**src/rtl/mt64_pkg.sv**
```systemverilog
`timescale 1ns / 1ps
// ----------------------------------------------------------------------------
// mt64_pkg
// Shared constants and types for the 64-bit Mersenne Twister generator.
// ----------------------------------------------------------------------------
package mt64_pkg;

    localparam int WORD_W         = 64;
    localparam int COUNT_W        = 7;
    localparam int STATE_WORDS_DEF = 312;
    localparam int TWIST_OFFSET   = 156;
    localparam int MAX_COUNT      = 64;

    localparam logic [WORD_W-1:0] MATRIX_A   = 64'hB5026F5AA96619E9;
    localparam logic [WORD_W-1:0] UPPER_MASK = 64'hFFFFFFFF80000000;
    localparam logic [WORD_W-1:0] LOWER_MASK = 64'h000000007FFFFFFF;
    localparam logic [WORD_W-1:0] TEMPER_D   = 64'h5555555555555555;
    localparam logic [WORD_W-1:0] TEMPER_B   = 64'h71D67FFFEDA60000;
    localparam logic [WORD_W-1:0] TEMPER_C   = 64'hFFF7EEE000000000;
    localparam logic [WORD_W-1:0] RESET_SEED = 64'd19650218;

    // 6364136223846793005 split into 32-bit halves for the shared multiplier
    localparam logic [31:0] SEED_MULT_LO = 32'h4C957F2D;
    localparam logic [31:0] SEED_MULT_HI = 32'h5851F42D;

    localparam int SHIFT_U = 29;
    localparam int SHIFT_S = 17;
    localparam int SHIFT_T = 37;
    localparam int SHIFT_L = 43;
    localparam int SEED_SHIFT = 62;

    typedef enum logic [5:0] {
        FILL_WRITE = 6'b000001,
        FILL_MUL0  = 6'b000010,
        FILL_MUL1  = 6'b000100,
        FILL_MUL2  = 6'b001000,
        FILL_SUM   = 6'b010000,
        FILL_DONE  = 6'b100000
    } fill_state_t;

    typedef struct packed {
        logic busy;
        logic wr_en;
    } fill_status_t;

endpackage

```
**src/rtl/mt64_twist_temper.sv**
```systemverilog
`timescale 1ns / 1ps
// ----------------------------------------------------------------------------
// mt64_twist_temper
// Twist of one ring word and tempering of the new word.
// ----------------------------------------------------------------------------
module mt64_twist_temper (
    input  logic [mt64_pkg::WORD_W-1:0] head_word,
    input  logic [mt64_pkg::WORD_W-1:0] next_word,
    input  logic [mt64_pkg::WORD_W-1:0] mid_word,
    output logic [mt64_pkg::WORD_W-1:0] new_word,
    output logic [mt64_pkg::WORD_W-1:0] tempered
);

    logic [mt64_pkg::WORD_W-1:0] x, xa, y0, y1, y2;

    always_comb
    begin
        x  = (head_word & mt64_pkg::UPPER_MASK) | (next_word & mt64_pkg::LOWER_MASK);
        xa = x >> 1;
        if (x[0])
        begin
            xa = xa ^ mt64_pkg::MATRIX_A;
        end
        new_word = mid_word ^ xa;
        y0 = new_word ^ ((new_word >> mt64_pkg::SHIFT_U) & mt64_pkg::TEMPER_D);
        y1 = y0 ^ ((y0 << mt64_pkg::SHIFT_S) & mt64_pkg::TEMPER_B);
        y2 = y1 ^ ((y1 << mt64_pkg::SHIFT_T) & mt64_pkg::TEMPER_C);
        tempered = y2 ^ (y2 >> mt64_pkg::SHIFT_L);
    end

endmodule

```
**config.mk**
```make
export PLATFORM = sky130hd
export DESIGN_NAME = mt64_twist_temper
export DESIGN_NICKNAME = d
export VERILOG_FILES = /design/src/rtl/mt64_pkg.sv /design/src/rtl/mt64_twist_temper.sv
export SDC_FILE = /design/constraint.sdc
export NUM_CORES = 1
export LEC_CHECK = 0
export BUFFER_PORTS_ARGS = -buffer_cell sky130_fd_sc_hd__buf_4
export CORE_AREA = 5 5 120 122
export DETAILED_ROUTE_END_ITERATION = 8
export DIE_AREA = 0 0 125 127
export PLACE_DENSITY = 0.56
export SYNTH_ARGS = -nofsm -noshare
export SYNTH_HDL_FRONTEND = slang
export SYNTH_SLANG_ARGS = --single-unit
```
**constraint.sdc**
```tcl
create_clock -name vclk -period 2.3
set_input_delay 0.345 -clock vclk [all_inputs]
set_output_delay 0.345 -clock vclk [all_outputs]
set_load 0.01 [all_outputs]
```
# == Word-level counts from Yosys, hierarchy flattened ==
# Index checks and enable logic that the tools add are counted.
# word_totals
reg_bits,0
in_bits,192
out_inout_bits,128
elab_cells,8
# classes
muxes,1
bitwise_logic,7
# ops
op,n
XOR 64 bit,2
2-to-1 mux 64 bit,1
bitwise OR 64 x 31 -> 64 bit,1
XOR 64 x 21 -> 64 bit,1
XOR 64 x 35 -> 64 bit,1
XOR 64 x 63 -> 64 bit,1
inverter 31 -> 32 bit,1

# == Longest topological paths before layout ==
# logic_depth
depth_word,8
depth_mapped,6

# == Least setup slack after synthesis ==
# No wires, ideal clock.
# synth_path
path_type,input to output
start,in head_word[52] (netlist bit)
end,out tempered[16] (netlist bit)
arrival_ns,1.792
required_time_ns,1.955
slack_ns,0.163
path_stages,4
n_path_buf,0
path_cell_list,xor2_1 xnor3_1 xnor2_1 xnor2_1
# synth_between
elab_chain_cells,7
# synth_rtl
item,line,rtl
from (decl),mt64_twist_temper.sv:7,"input logic [mt64_pkg::WORD_W-1:0] head_word,"
bitwise OR 64 x 31 -> 64 bit,mt64_twist_temper.sv:18,x = (head_word & mt64_pkg::UPPER_MASK) | (next_word & mt64_pkg::LOWER_MASK);
2-to-1 mux 64 bit,mt64_twist_temper.sv:20,if (x[0])
XOR 64 bit,mt64_twist_temper.sv:24,new_word = mid_word ^ xa;
XOR 64 x 35 -> 64 bit,mt64_twist_temper.sv:25,y0 = new_word ^ ((new_word >> mt64_pkg::SHIFT_U) & mt64_pkg::TEMPER_D);
XOR 64 x 63 -> 64 bit,mt64_twist_temper.sv:26,y1 = y0 ^ ((y0 << mt64_pkg::SHIFT_S) & mt64_pkg::TEMPER_B);
XOR 64 bit,mt64_twist_temper.sv:27,y2 = y1 ^ ((y1 << mt64_pkg::SHIFT_T) & mt64_pkg::TEMPER_C);
XOR 64 x 21 -> 64 bit,mt64_twist_temper.sv:28,tempered = y2 ^ (y2 >> mt64_pkg::SHIFT_L);
to (decl),mt64_twist_temper.sv:11,output logic [mt64_pkg::WORD_W-1:0] tempered
# Every way passes these cells.

# == Final worst setup path ==
# layout_path
start,in head_word[44] (netlist bit)
end,out tempered[17] (netlist bit)
# layout_between
elab_chain_cells,8
# layout_rtl
item,line
bitwise OR 64 x 31 -> 64 bit *,mt64_twist_temper.sv:18
inverter 31 -> 32 bit (no line),n/a
2-to-1 mux 64 bit *,mt64_twist_temper.sv:20
XOR 64 bit *,mt64_twist_temper.sv:24
XOR 64 x 35 -> 64 bit *,mt64_twist_temper.sv:25
XOR 64 x 63 -> 64 bit *,mt64_twist_temper.sv:26
XOR 64 bit *,mt64_twist_temper.sv:27
XOR 64 x 21 -> 64 bit *,mt64_twist_temper.sv:28
# Every way passes the cells marked *; elsewhere a longest branch is shown, timed or not.

==> results.py <==
metrics = {
    "finish": {
        "post_route_cells_drive_above_1_share_pct": 60.48,
        "layout.cells.most_common": "buf_4",
        "register_area_um2": 0,
        "clock_buffer_count": 0,
        "final_cell_area_mm2": 0.004412,
        "antenna_cells": 0,
        "final_nets": 690,
        "layout.sequential_cells": 0,
        "layout-area-overhead-vs-synth_pct": 119.0,
        "mostFrequentLayoutCells": "buf_4 (293), xnor2_1 (113), xor2_1 (52)",
        "final_core_util_pct": 33.72,
    },
    "floorplan": {
        "chipWidth_um": 125,
        "ios": 320,
        "core.rowCount": 42,
        "die-height_um": 127,
        "dieArea_mm2": 0.01588,
        "design.core.area_mm2": 0.01309,
        "initial_core_util_pct": 15.39,
    },
    "setup_path": {
        "crit_path_max_fanout": 2,
        "worstPathCellList": "buf_4 > xor2_1 > xnor3_1 > xnor2_1 > xnor3_1 > buf_4",
        "critPathCaptureType": "output pin",
        "crit_path_start": "head_word[44]",
        "cpMaxStageDelayCell": "xnor3_1",
        "critPathArrivalTime_ns": 1.81,
        "timing.critical_path.to": "tempered[17]",
        "startpoint_class": "primary input",
        "cp_slowest_stage_delay_ns": 0.48,
        "critPathKind": "in2out",
        "timing.critical_path.required_ns": 1.96,
    },
    "power_and_ir_drop": {
        "power.sequential.fraction_pct": 0,
        "power.share.combinational_pct": 100.0,
        "power.internal_mw": 1.650,
        "p_leak_nw": 2.248,
        "peakVddDrop_mv": 0.2767,
        "share_clk_of_total_power_pct": 0,
        "swShare_pct": 44.30,
        "power-per-cell-area_mw_per_mm2": 671.6,
        "total_switching_power_mw": 1.313,
    },
    "cts": {
        "post-cts-setup-buffers": 0,
        "cts_hold_buffers": 0,
    },
    "placement": {
        "buffer_ports.inserted": 256,
        "dpl_cell_area_mm2": 0.004400,
        "place.detailed.hpwl_um": 8810,
        "routabilityCongestion": 0.9104,
    },
    "min_path": {
        "hold_path.class": "in2out",
    },
    "job": {
        "maxCapViolCount": 0,
    },
    "sta": {
        "hold_ws_ns": 0.9930,
        "finalHoldViolations": 0,
        "setup_viol": 0,
        "rsz0062_at_grt": "false",
        "period_needed_ns": 2.158,
        "max-slew-margin-rel_pct": 66.20,
        "max_slew.worst_pin.slew_ns": 0.5034,
        "finalMaxSlewViolations": 0,
        "final.period_utilization_pct": 93.82,
        "max_clock_freq_mhz": 463.4,
    },
    "global_routing": {
        "grt_pass1_vias": 2711,
        "global_route_usage_over_all_layers_pct": 10.66,
        "antenna_violations_before_repair": 0,
        "grt_start_max_net_pins": 15,
        "grt_first_pass_wirelength_um": 14100,
        "global_route.overflow_total": 0,
    },
    "drt": {
        "via_per_inst": 3.628,
        "num_vias": 2438,
        "first_iter_violations": 29,
        "drt_pre_antenna_iters": 3,
        "post-route-drc-count": 0,
        "drt.antenna.violating_nets": 0,
        "total_wire_length_after_detailed_routing_um": 9464,
        "route.detailed.wl_per_inst_um": 14.08,
    },
    "synthesis": {
        "number_of_warning_messages_in_the_yosys_log": 0,
        "post-synth-top-area-fraction_pct": 49.13,
        "synthesis.area_per_instance_um2": 9.685,
        "synth_top_cell_by_area": "xnor2_1",
        "post_synth_instance_area_mm2": 0.002014,
        "synth.top_cells.by_area": "xnor2_1 (49%), xor2_1 (23%), xnor3_1 (16%), inv_1 (2.8%), xor3_1 (2.4%)",
        "proportion_of_synthesized_chip_area_in_sequential_cells_pct": 0,
        "synth_cell_types": 12,
        "synthesis.nets": 400,
        "syn-instance-count": 208,
    },
    "run_status": {
        "status": "finished, final reports clean",
    },
}
==> repair_timing <==
| action | CTS | global route |
|---|---|---|
| resized for setup | 1 | 1 |
| pin swaps | 1 | 3 |
| setup endpoints to repair | 2 | 5 |
| hold endpoints to repair | 0 | 0 |
==> metal layers <==
metal  GRT usage (%)  up-vias  wire length [µm]  part of all wire (%)
li1                -     1200                 -                     -
met1           12.18     1092              3533                    37
met2           20.69      138              5008                    53
met3           2.629        8               809                   8.5
met4           1.084        0               112                   1.2
met5               0        -                 0                     0
==> worst min path at each step <==
stage                  from  cells after the start  slack [ns]      endpoint
3_5_place_dp   mid_word[34]                      3        0.99  new_word[34]
4_1_cts        mid_word[30]                      3         1.0  new_word[30]
3_3_place_gp   mid_word[10]                      3        0.99  new_word[10]
2_1_floorplan  mid_word[47]                      1        0.78  new_word[47]
6_report       mid_word[10]                      3        0.99  new_word[10]
5_1_grt        mid_word[52]                      3        1.01  new_word[52]
==> cell type report <==
class | instances | area (µm²)
multi-input cells | 187 | 1924
inverters | 15 | 56.30
well taps | 176 | 220.2
fillers | 1349 | 8673
repair buffers | 294 | 2211
==> cells by family (layout without fill, tap and decap cells) <==
family    count (synthesis)  in the layout  share of synthesized area, %
xor+xnor                187            187                         95.16
buf+inv                  21            309                         4.844
==> power by group through the flow <==
stage	sequential [mW]	clock, mW	combinational (mW)
final	0	0	2.96
after global routing	0	0	3.17
after CTS	0	0	3.02
after detailed placement	0	0	3.01
after global placement	0	0	3.00
after floorplan	0	0	1.42
==> critical path: cells and delay by family <==
kind      cells  cell delay [ns]
buf+inv       2             0.27
xor+xnor      4             1.19
==> metrics by stage <==
stage / std cells / TNS [ns] / setup slack (ns) / total power, mW
after floorplan: 208 / 0 / 0.1632 / 1.415
after global placement: 672 / -0.02073 / -0.02073 / 3.005
after detailed placement: 672 / -0.0003753 / -0.0003753 / 3.006
after CTS: 672 / 0 / 0.03989 / 3.023
after global routing: 672 / 0 / 0.02245 / 3.166
final: 672 / 0 / 0.1422 / 2.963
==> cells in the mapped netlist (all sizes together) <==
cell type / n
xor3: 2
buf: 6
xnor3: 15
inv: 15
xnor2: 115
xor2: 55
Note: power is estimated with default switching activity, not from simulation.
