[config.mk]
export PLATFORM = sky130hd
export DESIGN_NAME = mt64_seed_fill
export DESIGN_NICKNAME = d
export VERILOG_FILES = /design/src/rtl/mt64_pkg.sv /design/src/rtl/mt64_seed_fill.sv
export SDC_FILE = /design/constraint.sdc
export NUM_CORES = 2
export LEC_CHECK = 0
export BUFFER_PORTS_ARGS = -buffer_cell sky130_fd_sc_hd__buf_2
export CORE_MARGIN = 5
export CORE_UTILIZATION = 59
export CTS_BUF_LIST = sky130_fd_sc_hd__clkbuf_8
export DETAILED_ROUTE_END_ITERATION = 8
export GPL_TIMING_DRIVEN = 0
export PLACE_DENSITY = 0.8
export SLEW_MARGIN = 20
export SYNTH_ARGS = -nofsm -noshare
export SYNTH_HDL_FRONTEND = slang
export SYNTH_SLANG_ARGS = --single-unit
[constraint.sdc]
create_clock -name clk -period 9.75 [get_ports clk]
set_input_delay 0.975 -clock clk [delete_from_list [all_inputs] [get_ports clk]]
set_output_delay 0.975 -clock clk [all_outputs]
set_load 0.005 [all_outputs]
[src/rtl/mt64_pkg.sv]
`timescale 1ns / 1ps
// ----------------------------------------------------------------------------
// mt64_pkg
// Shared constants and types for the 64-bit Mersenne Twister generator.
// ----------------------------------------------------------------------------
package mt64_pkg;

    localparam int WORD_W         = 64;
    localparam int COUNT_W        = 7;
    localparam int STATE_WORDS_DEF = 312;
    localparam int TWIST_OFFSET   = 156;
    localparam int MAX_COUNT      = 64;

    localparam logic [WORD_W-1:0] MATRIX_A   = 64'hB5026F5AA96619E9;
    localparam logic [WORD_W-1:0] UPPER_MASK = 64'hFFFFFFFF80000000;
    localparam logic [WORD_W-1:0] LOWER_MASK = 64'h000000007FFFFFFF;
    localparam logic [WORD_W-1:0] TEMPER_D   = 64'h5555555555555555;
    localparam logic [WORD_W-1:0] TEMPER_B   = 64'h71D67FFFEDA60000;
    localparam logic [WORD_W-1:0] TEMPER_C   = 64'hFFF7EEE000000000;
    localparam logic [WORD_W-1:0] RESET_SEED = 64'd19650218;

    // 6364136223846793005 split into 32-bit halves for the shared multiplier
    localparam logic [31:0] SEED_MULT_LO = 32'h4C957F2D;
    localparam logic [31:0] SEED_MULT_HI = 32'h5851F42D;

    localparam int SHIFT_U = 29;
    localparam int SHIFT_S = 17;
    localparam int SHIFT_T = 37;
    localparam int SHIFT_L = 43;
    localparam int SEED_SHIFT = 62;

    typedef enum logic [5:0] {
        FILL_WRITE = 6'b000001,
        FILL_MUL0  = 6'b000010,
        FILL_MUL1  = 6'b000100,
        FILL_MUL2  = 6'b001000,
        FILL_SUM   = 6'b010000,
        FILL_DONE  = 6'b100000
    } fill_state_t;

    typedef struct packed {
        logic busy;
        logic wr_en;
    } fill_status_t;

endpackage

[src/rtl/mt64_seed_fill.sv]
`timescale 1ns / 1ps
// ----------------------------------------------------------------------------
// mt64_seed_fill
// Seeding sequencer: walks the ring and writes the seeding recurrence,
// using one shared 32x32 multiplier for three partial products per word.
// ----------------------------------------------------------------------------
module mt64_seed_fill #(
    parameter int STATE_WORDS = mt64_pkg::STATE_WORDS_DEF
) (
    input  logic                           clk,
    input  logic                           rst_n,
    input  logic                           start,
    input  logic [mt64_pkg::WORD_W-1:0]    seed,
    output mt64_pkg::fill_status_t         status,
    output logic [$clog2(STATE_WORDS)-1:0] wr_addr,
    output logic [mt64_pkg::WORD_W-1:0]    wr_data
);

    localparam int AW = $clog2(STATE_WORDS);

    mt64_pkg::fill_state_t state_reg, state_next;
    logic [AW-1:0]               idx_reg, idx_next;
    logic [mt64_pkg::WORD_W-1:0] s_reg, s_next;
    logic [mt64_pkg::WORD_W-1:0] t_reg, t_next;
    logic [mt64_pkg::WORD_W-1:0] lo_reg, lo_next;
    logic [31:0]                 hi_reg, hi_next;
    logic [63:0]                 mul_reg, mul_next;
    logic [31:0]                 mul_a, mul_b;
    logic [31:0]                 hi_sum;
    logic [AW-1:0]               idx_inc;
    logic                        fill_we;

    assign idx_inc = idx_reg + AW'(1);
    assign hi_sum  = hi_reg + mul_reg[31:0];
    assign mul_next = {32'b0, mul_a} * {32'b0, mul_b};

    always_comb
    begin
        state_next = state_reg;
        idx_next   = idx_reg;
        s_next     = s_reg;
        t_next     = t_reg;
        lo_next    = lo_reg;
        hi_next    = hi_reg;
        mul_a      = t_reg[31:0];
        mul_b      = mt64_pkg::SEED_MULT_LO;
        fill_we    = 1'b0;
        unique case (state_reg)
            mt64_pkg::FILL_WRITE:
            begin
                fill_we = 1'b1;
                t_next = s_reg ^ (s_reg >> mt64_pkg::SEED_SHIFT);
                if (idx_reg == AW'(STATE_WORDS - 1))
                begin
                    state_next = mt64_pkg::FILL_DONE;
                end
                else
                begin
                    state_next = mt64_pkg::FILL_MUL0;
                end
            end
            mt64_pkg::FILL_MUL0:
            begin
                // low x low
                state_next = mt64_pkg::FILL_MUL1;
            end
            mt64_pkg::FILL_MUL1:
            begin
                mul_b      = mt64_pkg::SEED_MULT_HI;
                lo_next    = mul_reg;
                state_next = mt64_pkg::FILL_MUL2;
            end
            mt64_pkg::FILL_MUL2:
            begin
                mul_a      = t_reg[63:32];
                hi_next    = mul_reg[31:0];
                state_next = mt64_pkg::FILL_SUM;
            end
            mt64_pkg::FILL_SUM:
            begin
                s_next     = lo_reg + {hi_sum, 32'b0} + mt64_pkg::WORD_W'(idx_inc);
                idx_next   = idx_inc;
                state_next = mt64_pkg::FILL_WRITE;
            end
            mt64_pkg::FILL_DONE:
            begin
                state_next = mt64_pkg::FILL_DONE;
            end
            default:
            begin
                state_next = mt64_pkg::FILL_DONE;
            end
        endcase
        if (start)
        begin
            state_next = mt64_pkg::FILL_WRITE;
            idx_next   = '0;
            s_next     = seed;
        end
    end

    assign status  = '{busy: (state_reg != mt64_pkg::FILL_DONE), wr_en: fill_we};
    assign wr_addr = idx_reg;
    assign wr_data = s_reg;

    always_ff @(posedge clk or negedge rst_n)
    begin
        if (!rst_n)
        begin
            state_reg <= mt64_pkg::FILL_WRITE;
            idx_reg   <= '0;
            s_reg     <= mt64_pkg::RESET_SEED;
        end
        else
        begin
            state_reg <= state_next;
            idx_reg   <= idx_next;
            s_reg     <= s_next;
        end
    end

    always_ff @(posedge clk)
    begin
        t_reg   <= t_next;
        lo_reg  <= lo_next;
        hi_reg  <= hi_next;
        mul_reg <= mul_next;
    end

endmodule

== Word level (Yosys, flattened, before mapping) ==
Cells that the tools add are included.
Operators by class
  reduce and logical (&&, ||, !) cells: 1
  equal/unequal tests: 7
  $add $sub $neg: 4
  mux-type cells: 10
  bitwise operators: 1
  multiply operators: 1
Operators with widths (count)
  $mux 64: 2
  $add 64x64->64: 1
  $add 64x9->64: 1
  $mul 32x32->64: 1
  $xor 64x2->64: 1
  $add 32x32->32: 1
  $mux 32: 1
  $pmux 6 s5: 1
  $mux 29: 1
  $mux 9: 2
  $mux 6: 2
  $add 9x1->9 const B: 1
  $eq 9x9->1 const B: 1
  $eq 6x1->1 const B: 1
  $eq 6x2->1 const B: 1
  $eq 6x3->1 const B: 1
  $eq 6x4->1 const B: 1
  $eq 6x5->1 const B: 1
  $ne 6x6->1 const B: 1
  $reduce_bool 2->1: 1
  $mux 1: 1
Storage, ports and cells
  logic and storage cells: 31
  input port bits: 67
  register bits: 303

== Depth between registers and ports, before layout ==
  depth in word-level cells: 5
  mapped depth: 36

== Least setup slack after synthesis ==
OpenSTA, ideal clock, no wires.
  path type: reg2reg
  start point: reg state_reg[1]
  end point: reg mul_reg[52]
  cell stages (with the launch flop): 33
  setup slack: -501 ps
  buffers on the path: 4
  data arrival time: 10125 ps
  cell sequence: dfrtp_1 -> nor4_1 -> nand3b_1 -> inv_1 -> clkbuf_1 -> buf_1 -> clkbuf_1 -> nor2_1 -> fa_1 -> inv_1 -> fa_1 -> inv_1 -> fa_1 -> inv_1 -> fa_1 -> inv_1 -> fa_1 -> fa_1 -> fa_1 -> inv_1 -> fa_1 -> inv_1 -> ha_1 -> clkbuf_1 -> a211oi_1 -> o21ai_0 -> a41oi_1 -> nand2b_1 -> o211ai_1 -> o21a_1 -> o41ai_2 -> o21ai_0 -> xor2_1
On the way
  cells in the longest elaborated chain, start to end: 3
  elaborated cells on any way between the ends: 5
  those cells by class: mul: 1; eq/ne: 2; mux: 2
RTL lines
  start: declaration: line mt64_seed_fill.sv:21  | mt64_pkg::fill_state_t state_reg, state_next;
  start signal: assignment: line mt64_seed_fill.sv:110  | state_reg <= mt64_pkg::FILL_WRITE;
  start signal: assignment: line mt64_seed_fill.sv:116  | state_reg <= state_next;
  $eq 6x4->1 or $eq 6x3->1 (tied branches): line mt64_seed_fill.sv:48  | unique case (state_reg)
  $mux 32 or $mux 29 (tied branches): line mt64_seed_fill.sv:48
  $mul 32x32->64 *: line mt64_seed_fill.sv:35  | assign mul_next = {32'b0, mul_a} * {32'b0, mul_b};
  via mul_next[52]: line mt64_seed_fill.sv:27  | logic [63:0] mul_reg, mul_next;
  end signal: assignment: line mt64_seed_fill.sv:127  | mul_reg <= mul_next;
  end: declaration: line mt64_seed_fill.sv:27
The timed path passes the listed nets; every way through them passes the cells marked *.
A chain may end at the register's enable or synchronous reset.

== Worst setup path after layout ==
  start point: reg state_reg[0]
  end point: reg mul_reg[57]
The elaborated chain is that of the path after synthesis.

==> impl_metrics.sql <==
INSERT INTO impl_metrics (metric_group, metric, value, unit) VALUES
('sta', 'finalSetupViolCount', '0', ''),
('clock_network', 'total_number_of_clock_tree_sinks', '303', ''),
('placed_design', 'detailed_placement_wirelength_estimate', '94000', 'µm'),
('clock_network', 'cts_tree', 'yes', ''),
('run', 'drv.max_cap_violation_count', '0', ''),
('grt', 'global_route.usage.total', '33.2', '%'),
('grt', 'first_pass_grt_wire_length', '170000', 'µm'),
('run_status', 'status', 'completed', ''),
('synth', 'seq_area_frac_synth', '21.8', '%'),
('sta', 'slew_headroom', '24.5', '%'),
('die', 'initial_utilization', '59.2', '%'),
('route', 'drt_drc_violations_left', '0', ''),
('die', 'die_height', '261', 'µm'),
('synth', 'synth_seq_cells', '303', ''),
('sta', 'report.final.slew_viol_count', '0', ''),
('worst_setup_path', 'timing.setup.critical_path_class', 'flip-flop to flip-flop', ''),
('sta', 'timing.fmax', '0.105', 'GHz'),
('die', 'floorplan.core_area', '0.0626', 'mm²'),
('route', 'vias', '28500', ''),
('placed_design', 'gpl.final_weighted_congestion', '1.02', ''),
('worst_setup_path', 'critPathBufInv', '8', ''),
('worst_setup_path', 'critical-path-top-cell-by-count', 'sky130_fd_sc_hd__fa_1', ''),
('synth', 'synth.lib_cells_used.distinct', '98', ''),
('synth', 'syn_inst', '3687', ''),
('sta', 'worstMarginPinSlew', '1.10', 'ns'),
('worst_setup_path', 'timing.critical_path.from_type', 'flip-flop', ''),
('route', 'route.detailed.vias_per_inst', '5.89', ''),
('sta', 'setup_slack', '0.225', 'ns'),
('worst_setup_path', 'r2r_cells', '30', ''),
('placed_design', 'dp_slack', '-1.14', 'ns'),
('worst_setup_path', 'critical_path_arrival', '10.04', 'ns'),
('clock_network', 'clkTransAtPathRegs', '0.07', 'ns'),
('route', 'drt-total-wl', '114000', 'µm'),
('route', 'drt_pass1_iterations', '6', ''),
('grt', 'antenna_violations_before_repair', '3', ''),
('layout', 'area_delta_synth_final', '9.79', '%'),
('sta', 'rsz_0062_raised_after_global_routing', 'true', ''),
('placed_design', 'io_buffer_count', '140', ''),
('route', 'routed_wire_length_per_instance', '23.6', 'µm'),
('worst_setup_path', 'cp.depth', '30', ''),
('layout', 'final_cell_count_no_fill', '4835', ''),
('synth', 'postSynth.asyncResetShare', '26.1', '%'),
('synth', 'synth_warnings', '0', ''),
('clock_network', 'clock_path_buffers', '3', ''),
('synth', 'post_synth.cell_area_avg', '10.1', 'µm²'),
('grt', 'first_global_vias', '29000', ''),
('sta', 'fin_hold_ws', '0.292', 'ns'),
('route', 'drtAntennaViolNets', '0', ''),
('die', 'dieArea', '0.0680', 'mm²'),
('worst_setup_path', 'critical_path.endpoint_type', 'flip-flop', ''),
('worst_setup_path', 'slowest_delay', '0.58', 'ns'),
('die', 'ios', '142', ''),
('worst_setup_path', 'timing.critical_path.fanout_max', '10', ''),
('synth', 'post_synth_instance_area', '0.0371', 'mm²'),
('placed_design', 'place_inst', '4707', ''),
('die', 'die_width', '261', 'µm'),
('layout', 'fillers', '4914', ''),
('die', 'placement_rows', '92', ''),
('grt', 'grt.overflow.total', '0', ''),
('worst_hold_path', 'worst_hold_path_type', 'input pin to asynchronous set/reset pin', ''),
('worst_setup_path', 'crit_path_max_delay_family', 'adder cells', ''),
('layout', 'post_route_cells_drive_above_1_share', '9.71', '%'),
('clock_network', 'clock-root-buffer', 'sky130_fd_sc_hd__clkbuf_8', ''),
('worst_setup_path', 'worst_ep_required_time', '10.27', 'ns'),
('sta', 'final.setup_skew', '0.0432', 'ns'),
('clock_network', 'tritoncts.num_buffers', '47', ''),
('layout', 'fin_nets', '5042', ''),
('worst_setup_path', 'critical_path.slowest_cell', 'sky130_fd_sc_hd__fa_1', ''),
('route', 'drt_iter0_markers', '2832', ''),
('clock_network', 'cts.htree.levels', '2', ''),
('clock_network', 'cts_hold_buffers', '0', ''),
('clock_network', 'clk-insertion-delay-late', '0.61', 'ns'),
('sta', 'period_needed', '9.52', 'ns'),
('grt', 'grt_max_degree', '57', ''),
('synth', 'synth_edf_count', '160', ''),
('synth', 'synth_ff_type', 'sky130_fd_sc_hd__edfxtp_1', ''),
('sta', 'period_share', '97.7', '%'),
('sta', 'finalHoldViolations', '0', '');
-- worst reg2reg max path, delay by kind of cell, from the launching register on --
family          cells  cell delay, ns
simple gates        9            1.87
xor+xnor            1            0.17
compound gates      3            0.79
buf+inv             8            1.55
flops               1            0.56
fa+ha+maj           9            4.51
-- routing by layer --
layer / up-vias / global-route usage (%) / share of wire (%)
li1: 12500 / - / -
met1: 14000 / 42.7 / 37
met2: 1567 / 53.4 / 46
met3: 369 / 7.26 / 10
met4: 2 / 16.7 / 6.4
met5: - / 0 / 0.0061
-- through the flow --
stage                     utilization (%)  setup TNS, ns  cell area (µm²)
final                                65.0              0            40700
after global routing                 65.0        -0.0267            40700
after CTS                            64.4      -0.000933            40300
after detailed placement             62.5         -23.18            39100
after global placement               62.2         -48.95            39000
after floorplan                         -              0            37200
-- cell usage in the layout (no fill, tap or decap), types with 18 or more instances in the layout --
| cell | netlist | final |
|---|---|---|
| sky130_fd_sc_hd__inv_1 | 744 | 754 |
| sky130_fd_sc_hd__fa_1 | 536 | 536 |
| sky130_fd_sc_hd__ha_1 | 494 | 493 |
| sky130_fd_sc_hd__nor2_1 | 244 | 237 |
| sky130_fd_sc_hd__nand2_1 | 237 | 226 |
| sky130_fd_sc_hd__a21oi_1 | 167 | 165 |
| sky130_fd_sc_hd__edfxtp_1 | 160 | 160 |
| sky130_fd_sc_hd__buf_2 | 15 | 152 |
| sky130_fd_sc_hd__o21ai_0 | 146 | 146 |
| sky130_fd_sc_hd__xnor2_1 | 103 | 103 |
| sky130_fd_sc_hd__a21o_1 | 75 | 75 |
| sky130_fd_sc_hd__dfxtp_1 | 64 | 64 |
| sky130_fd_sc_hd__dfrtp_1 | 64 | 64 |
| sky130_fd_sc_hd__xor2_1 | 60 | 60 |
| sky130_fd_sc_hd__clkbuf_1 | 63 | 56 |
| sky130_fd_sc_hd__clkbuf_8 | 0 | 53 |
| sky130_fd_sc_hd__nand3_1 | 43 | 43 |
| sky130_fd_sc_hd__buf_4 | 2 | 39 |
| sky130_fd_sc_hd__nor3_1 | 42 | 39 |
| sky130_fd_sc_hd__conb_1 | 2 | 31 |
| sky130_fd_sc_hd__nand4_1 | 29 | 29 |
| sky130_fd_sc_hd__mux2i_1 | 32 | 22 |
| sky130_fd_sc_hd__and3_1 | 22 | 22 |
| sky130_fd_sc_hd__a31oi_1 | 22 | 22 |
| sky130_fd_sc_hd__o21a_1 | 18 | 18 |
| sky130_fd_sc_hd__nor2b_1 | 18 | 18 |
| sky130_fd_sc_hd__nand2b_1 | 18 | 18 |
-- logic make-up after synthesis --
family	synth area share, %
multiplexers	0.961
AND/OR/NAND/NOR	9.53
buffers and inverters	8.60
adder cells (fa/ha/maj)	45.6
flip-flops	21.8
AO/OA/AOI/OAI	9.66
XOR/XNOR	3.85
other	0.0202
-- path summary, 6_finish.rpt --
path	startpoint	endpoint	slack, ns
setup / recovery	state_reg[0]	mul_reg[57]	0.23
hold / removal	rst_n	wr_data[4]	0.29
setup reg to reg	state_reg[0]	mul_reg[57]	0.23
hold reg to reg	mul_reg[36]	lo_reg[36]	0.39
max in group asynchronous	rst_n	wr_data[7]	8.76
min in group clk	mul_reg[36]	lo_reg[36]	0.39
-- synthesized netlist by cell type (all sizes together), types with 27 or more instances --
master | instances | share of area (%)
ha | 494 | 17
o21ai | 158 | 2.2
dfxtp | 64 | 3.5
nand2 | 239 | 2.4
nand4 | 30 | 0.55
clkbuf | 64 | 0.65
a21o | 75 | 1.5
xnor2 | 103 | 2.4
mux2i | 33 | 0.90
dfrtp | 64 | 4.3
buf | 27 | 0.34
nor3 | 45 | 0.66
nand3 | 45 | 0.63
edfxtp | 160 | 13
a21oi | 172 | 2.4
nor2 | 245 | 2.5
inv | 745 | 7.5
fa | 536 | 29
xor2 | 60 | 1.4
-- what timing repair did --
item	in CTS	in global routing
cloned	0	1
buffers inserted	12	24
resized for setup	43	49
pin swaps	1	3
endpoints found under the hold margin	0	0
setup endpoints to repair	37	32
-- layout make-up --
| cell class | count | area (µm²) | share of cell area, % |
|---|---|---|---|
| flip-flops and latches | 303 | 8080 | 19.8 |
| multi-input cells | 2571 | 26200 | 64.4 |
| clock buffers | 53 | 729 | 1.79 |
| clock inverters | 35 | 215 | 0.528 |
| repair buffers | 182 | 1110 | 2.73 |
| diodes | 5 | 12.5 | 0.0307 |
| plain buffers | 89 | 419 | 1.03 |
| inverters | 751 | 2870 | 7.04 |
| well taps | 846 | 1060 | 2.60 |
Power is not shown: default switching activity piles up to over one toggle a cycle in this logic, so the estimate is an artifact.
